## src/rtl/core/abkf_pkg.sv

```systemverilog
package abkf_pkg;

   localparam int WordBits = 32;
   localparam int FracBits = 16;
   localparam int AddrBits = 5;

   typedef logic signed [WordBits-1:0] word_type;

   // register byte addresses
   typedef enum logic [AddrBits-1:0] {
      REG_INITIAL_VALUE = 5'd0,
      REG_LIFESPAN      = 5'd4,
      REG_NOISE_VALUE   = 5'd8,
      REG_NOISE_BIAS    = 5'd12,
      REG_MEAS_NOISE    = 5'd16
   } reg_addr_type;

   localparam logic signed [WordBits-1:0] MaxPos = {1'b0, {(WordBits-1){1'b1}}};
   localparam logic signed [WordBits-1:0] MinNeg = {1'b1, {(WordBits-1){1'b0}}};

   // saturating add and subtract
   function automatic word_type add_sat(word_type a, word_type b);
      logic signed [WordBits:0] s;
      begin
         s = {a[WordBits-1], a} + {b[WordBits-1], b};
         if (s[WordBits] != s[WordBits-1]) begin
            add_sat = s[WordBits] ? MinNeg : MaxPos;
         end else begin
            add_sat = s[WordBits-1:0];
         end
      end
   endfunction

   function automatic word_type sub_sat(word_type a, word_type b);
      logic signed [WordBits:0] s;
      begin
         s = {a[WordBits-1], a} - {b[WordBits-1], b};
         if (s[WordBits] != s[WordBits-1]) begin
            sub_sat = s[WordBits] ? MinNeg : MaxPos;
         end else begin
            sub_sat = s[WordBits-1:0];
         end
      end
   endfunction

   // magnitude of a signed word as an unsigned word
   function automatic logic [WordBits-1:0] mag_of(word_type a);
      begin
         mag_of = a[WordBits-1] ? (~a + 1'b1) : a;
      end
   endfunction

   // saturate sign and magnitude to the word range
   function automatic word_type from_mag(logic neg, logic [2*WordBits-1:0] m);
      logic [2*WordBits-1:0] lim;
      logic [2*WordBits-1:0] mm;
      begin
         lim = neg ? {{WordBits{1'b0}}, 1'b1, {(WordBits-1){1'b0}}}
                   : {{(WordBits+1){1'b0}}, {(WordBits-1){1'b1}}};
         mm = (m > lim) ? lim : m;
         from_mag = neg ? word_type'(~mm[WordBits-1:0] + 1'b1) : word_type'(mm[WordBits-1:0]);
      end
   endfunction

   // sequencer op codes for the shared unit
   typedef enum logic [2:0] {
      OP_MUL = 3'd0,
      OP_DIV = 3'd1
   } op_type;

   typedef struct packed {
      logic   start;
      op_type op;
      word_type a;
      word_type b;
   } unit_req_type;

   typedef struct packed {
      logic     done;
      word_type result;
   } unit_rsp_type;

endpackage

```

## src/rtl/core/abkf_unit.sv

```systemverilog
// shared multiply and divide unit: 32x32 product registered in the cycle after the
// start, restoring division one quotient bit per cycle
module abkf_unit (
   input  logic                  clock,
   input  logic                  reset,
   input  abkf_pkg::unit_req_type req,
   output abkf_pkg::unit_rsp_type rsp
);
   import abkf_pkg::*;

   localparam int NumBits = WordBits + FracBits;
   localparam int CntBits = $clog2(NumBits + 1);

   logic                      busy_ff, busy_in;
   logic                      neg_ff, neg_in;
   logic [NumBits-1:0]        num_ff, num_in;
   logic [WordBits:0]         rem_ff, rem_in;
   logic [NumBits-1:0]        quo_ff, quo_in;
   logic [WordBits-1:0]       den_ff, den_in;
   logic [CntBits-1:0]        cnt_ff, cnt_in;
   logic                      done_ff, done_in;
   word_type                  res_ff, res_in;
   logic [2*WordBits-1:0]     prod;
   logic [WordBits:0]         trial;

   assign prod  = mag_of(req.a) * mag_of(req.b);
   assign trial = {rem_ff[WordBits-1:0], num_ff[NumBits-1]};

   // iteration control
   always_comb begin
      busy_in = busy_ff;
      neg_in  = neg_ff;
      num_in  = num_ff;
      rem_in  = rem_ff;
      quo_in  = quo_ff;
      den_in  = den_ff;
      cnt_in  = cnt_ff;
      done_in = 1'b0;
      res_in  = res_ff;
      if (busy_ff) begin
         num_in = {num_ff[NumBits-2:0], 1'b0};
         if (trial >= {1'b0, den_ff}) begin
            rem_in = trial - {1'b0, den_ff};
            quo_in = {quo_ff[NumBits-2:0], 1'b1};
         end else begin
            rem_in = trial;
            quo_in = {quo_ff[NumBits-2:0], 1'b0};
         end
         cnt_in = cnt_ff - 1'b1;
         if (cnt_ff == CntBits'(1)) begin
            busy_in = 1'b0;
            done_in = 1'b1;
            res_in  = from_mag(neg_ff, {{(2*WordBits-NumBits){1'b0}}, quo_in});
         end
      end else if (req.start) begin
         if (req.op == OP_MUL) begin
            done_in = 1'b1;
            res_in  = from_mag(req.a[WordBits-1] ^ req.b[WordBits-1],
                               prod >> FracBits);
         end else if (req.b == '0) begin
            done_in = 1'b1;
            res_in  = '0;
         end else begin
            busy_in = 1'b1;
            neg_in  = req.a[WordBits-1] ^ req.b[WordBits-1];
            num_in  = {mag_of(req.a), {FracBits{1'b0}}};
            den_in  = mag_of(req.b);
            rem_in  = '0;
            quo_in  = '0;
            cnt_in  = CntBits'(NumBits);
         end
      end
   end

   always_ff @(posedge clock) begin
      if (reset) begin
         busy_ff <= 1'b0;
         done_ff <= 1'b0;
      end else begin
         busy_ff <= busy_in;
         done_ff <= done_in;
      end
      neg_ff <= neg_in;
      num_ff <= num_in;
      rem_ff <= rem_in;
      quo_ff <= quo_in;
      den_ff <= den_in;
      cnt_ff <= cnt_in;
      res_ff <= res_in;
   end

   assign rsp.done   = done_ff;
   assign rsp.result = res_ff;
endmodule

```

## config.mk

```make
export PLATFORM = sky130hd
export DESIGN_NAME = abkf_unit
export DESIGN_NICKNAME = d
export VERILOG_FILES = /design/src/rtl/core/abkf_pkg.sv /design/src/rtl/core/abkf_unit.sv
export SDC_FILE = /design/constraint.sdc
export NUM_CORES = 2
export LEC_CHECK = 0
export BUFFER_PORTS_ARGS = -buffer_cell sky130_fd_sc_hd__buf_2
export CORE_AREA = 2 2 270 272
export CTS_CLUSTER_SIZE = 16
export DETAILED_ROUTE_END_ITERATION = 8
export DIE_AREA = 0 0 272 274
export GPL_TIMING_DRIVEN = 0
export PLACE_DENSITY_LB_ADDON = 0.3
export SLEW_MARGIN = 20
export SYNTH_ARGS = -nofsm -noshare
export SYNTH_HDL_FRONTEND = slang
export SYNTH_SLANG_ARGS = --single-unit
```

## constraint.sdc

```tcl
create_clock -name clock -period 43.8 [get_ports clock]
set_input_delay 8.76 -clock clock [delete_from_list [all_inputs] [get_ports clock]]
set_output_delay 8.76 -clock clock [all_outputs]
set_load 0.1 [all_outputs]
```

==> key figures <==
Synth
  – Largest cells by area after synthesis: fa_1 39%, edfxtp_1 12%, ha_1 9.8%, inv_1 7.9%, nand2_1 5.5%
  – Synth Warn #: 0
  – Synth top cells by count: 973 x inv_1, 896 x fa_1, 678 x nand2_1
  – Synth top area share: 0.3882
  – Synth unique cells: 97
  – Post-synth EDFFs: ~180
  – Synthesized cell area: 46,210 µm²
  – Asr flop ratio synth: 0
  – Syn nets: 6,556
  – Most numerous cell in the Yosys netlist: inv_1
  – Avg Cell Area, Syn: 8.839 µm²
  – Sequential cell area fraction in the yosys report: 0.1191
  – Ys flop type: edfxtp_1
  – Cells after Synth: 5,228
  – Flops & latches, synth: around 180
  – Cell taking the most area after synthesis: fa_1

Job
  – Maxcap violations: 0

Setup path
  – Critical path endpoint category: register
  – Slowest Stage Delay on Critical Path: 820 ps
  – Worst setup path startpoint: req[32]
  – Crit Path Max Fanout: 10
  – Critical path class: input pin to register
  – Slowest cell on crit path: nor4_2
  – Cells on worst reg2reg path: 31
  – R2r startpoint: rem_ff[0]
  – Most used cell, CP: fa_1
  – Critical Path RT: 44,030 ps
  – CP arrival: 28,170 ps
  – Critical path launch point type: input pin

Clock network
  – Number of CTS-inserted buffers: 17
  – Clock sinks: 184
  – Max clock buf depth: 2
  – Htree depth: 4
  – CTS tree: done
  – CTS clk-pin slew, worst paths: 80 ps
  – Clock Latency Late Sink: 500 ps
  – Setup bufs post-CTS: 0
  – Post-CTS Resized: 0
  – Clock Tree Root: clkbuf_16
  – Hold_buf cts: 0

Global routing
  – Pin count of the biggest net entering global routing: 64
  – Initial antenna violation count: 9
  – Grt total ovfl: 0
  – Vias in the first global route: 40.58k
  – Global-route wire length before repair: 264,600 µm
  – GRT Total Usage: 0.4978

Detailed routing
  – Vias: 41.32k
  – WL met3: around 28,000 µm
  – WL met2: 74,110 µm
  – WL/cell: 28.83 µm
  – Via/cell ratio: around 6.5
  – Iteration-0 DRC Markers: about 5.7k
  – Top Metal Used: met5
  – Met1 wire length: about 65,000 µm
  – Antenna-violating nets left: 0
  – DR pass1 iterations: 9
  – Drt total wl: 183,300 µm
  – Residual DRC: 0

Worst hold path
  – WHS Path Cells: 1
  – Min-delay src: quo_ff[37]
  – Worst Hold Class: register to register

Die
  – Core ar.: 71,970 µm²
  – Die boundary height: 274 µm
  – IO Count: 103
  – Initial Utilization: 0.6421
  – FP Rows: 99
  – Die Area: 74,530 µm²
  – Die extent in x: ~270 µm

STA
  – RSZ-0062 raised after global routing: no
  – Minimum clock period: 27,940 ps
  – Setup Skew: 34.12 ps
  – Final worst path period share: 0.6379
  – Max Fclk: 0.03579 GHz
  – Slew @ Worst Pin: 1332 ps
  – Final Max Slew Viols: 0
  – Final setup TNS: 0 ps
  – Slew HR: 0.1118
  – Final hold viol count: 0
  – # setup viols final: 0

Status
  – Outcome: finished clean

Cells and area
  – Share of post-route cells with drive strength above 1: 0.05569
  – Final net count: ~6.7k
  – Area growth from synthesis to layout: 6.379%

Placement
  – Final HPWL DP: around 150,000 µm
  – GP Congestion: 1.083
  – Port bufs: 99
## layer usage
| metal | global-route usage | up-vias |
|---|---|---|
| li1 | - | 16780 |
| met1 | 0.6380 | 20480 |
| met2 | 0.6962 | 3277 |
| met3 | 0.1922 | 785 |
| met4 | 0.3446 | 2 |
| met5 | 0 | - |
## placed cells by master, fill, tap and decap left out, drive strengths merged, types with 14 or more instances in the layout
cell type    n
o31ai       24
mux2i       21
mux2        29
buf        143
a21o        55
nor2b       14
a21oi      174
nand3       41
and3        21
o21bai      18
and2        70
ha         362
clkbuf     253
nor4        33
a211oi      27
nand4       45
o22ai       20
nor3        64
edfxtp     182
nor2       640
nand2b      18
a22o        15
or3         20
inv        982
o21ai      152
xnor2       85
a31oi       28
fa         896
nand2      678
xor2        70
or4         21
o21a        21
## flip-flops by register name, indices dropped and copies added, names as in the netlist
register and cells:
cnt_ff 6, done_ff 1, rem_ff 32, den_ff 32, neg_ff 1, quo_ff 47
num_ff 32, res_ff 32, busy_ff 1
## cell type report
type,instances,area [µm²]
Antenna cell,11,27.53
Buffer,251,985.9
Clock buffer,18,429.2
Clock inverter,14,136.4
Fill cell,5782,22810
Inverter,980,3684
Multi-Input combinational cell,3813,36360
Sequential cell,184,5505
Tap cell,959,1200
Timing Repair Buffer,127,832.0
## path summary, 6_finish.rpt
check,end,slack (ps)
setup / recovery,res_ff[22],15860
hold / removal,quo_ff[38],560
setup reg to reg,res_ff[26],35120
hold reg to reg,quo_ff[38],560
## worst max-delay path, delay by kind of cell
kind	cells	cell delay [ps]
adder cells (fa/ha/maj)	12	5910
AND/OR/NAND/NOR	13	5080
AO/OA/AOI/OAI	19	4640
buffers and inverters	9	2750
XOR/XNOR	2	990
## stage by stage
step	hold slack [ps]	utilization	std cells	worst slack [ps]	instance area (µm²)
CTS	551.1	0.6820	6344	16750	49080
global route	566.9	0.6827	6347	15500	49130
detailed placement	539.2	0.6741	6312	16320	48520
global placement	528.2	0.6656	6286	16450	47900
floorplan	500.0	-	5228	21330	46210
finish	560.1	0.6830	6357	15860	49160
## kinds of logic (layout without fill, tap and decap cells)
logic type      Yosys count  count (layout)  synth area share
other cells               0              11                 0
flops                   184             184            0.1191
simple gates           1704            1704            0.1616
mux                      50              50           0.01197
compound gates          646             646           0.09103
buf+inv                1231            1390            0.1007
xor+xnor                155             155           0.02938
fa+ha+maj              1258            1258            0.4862
Power is left out: the tool's default activity adds up to more than one toggle a clock period on the data nets, which glitch-free logic cannot reach.
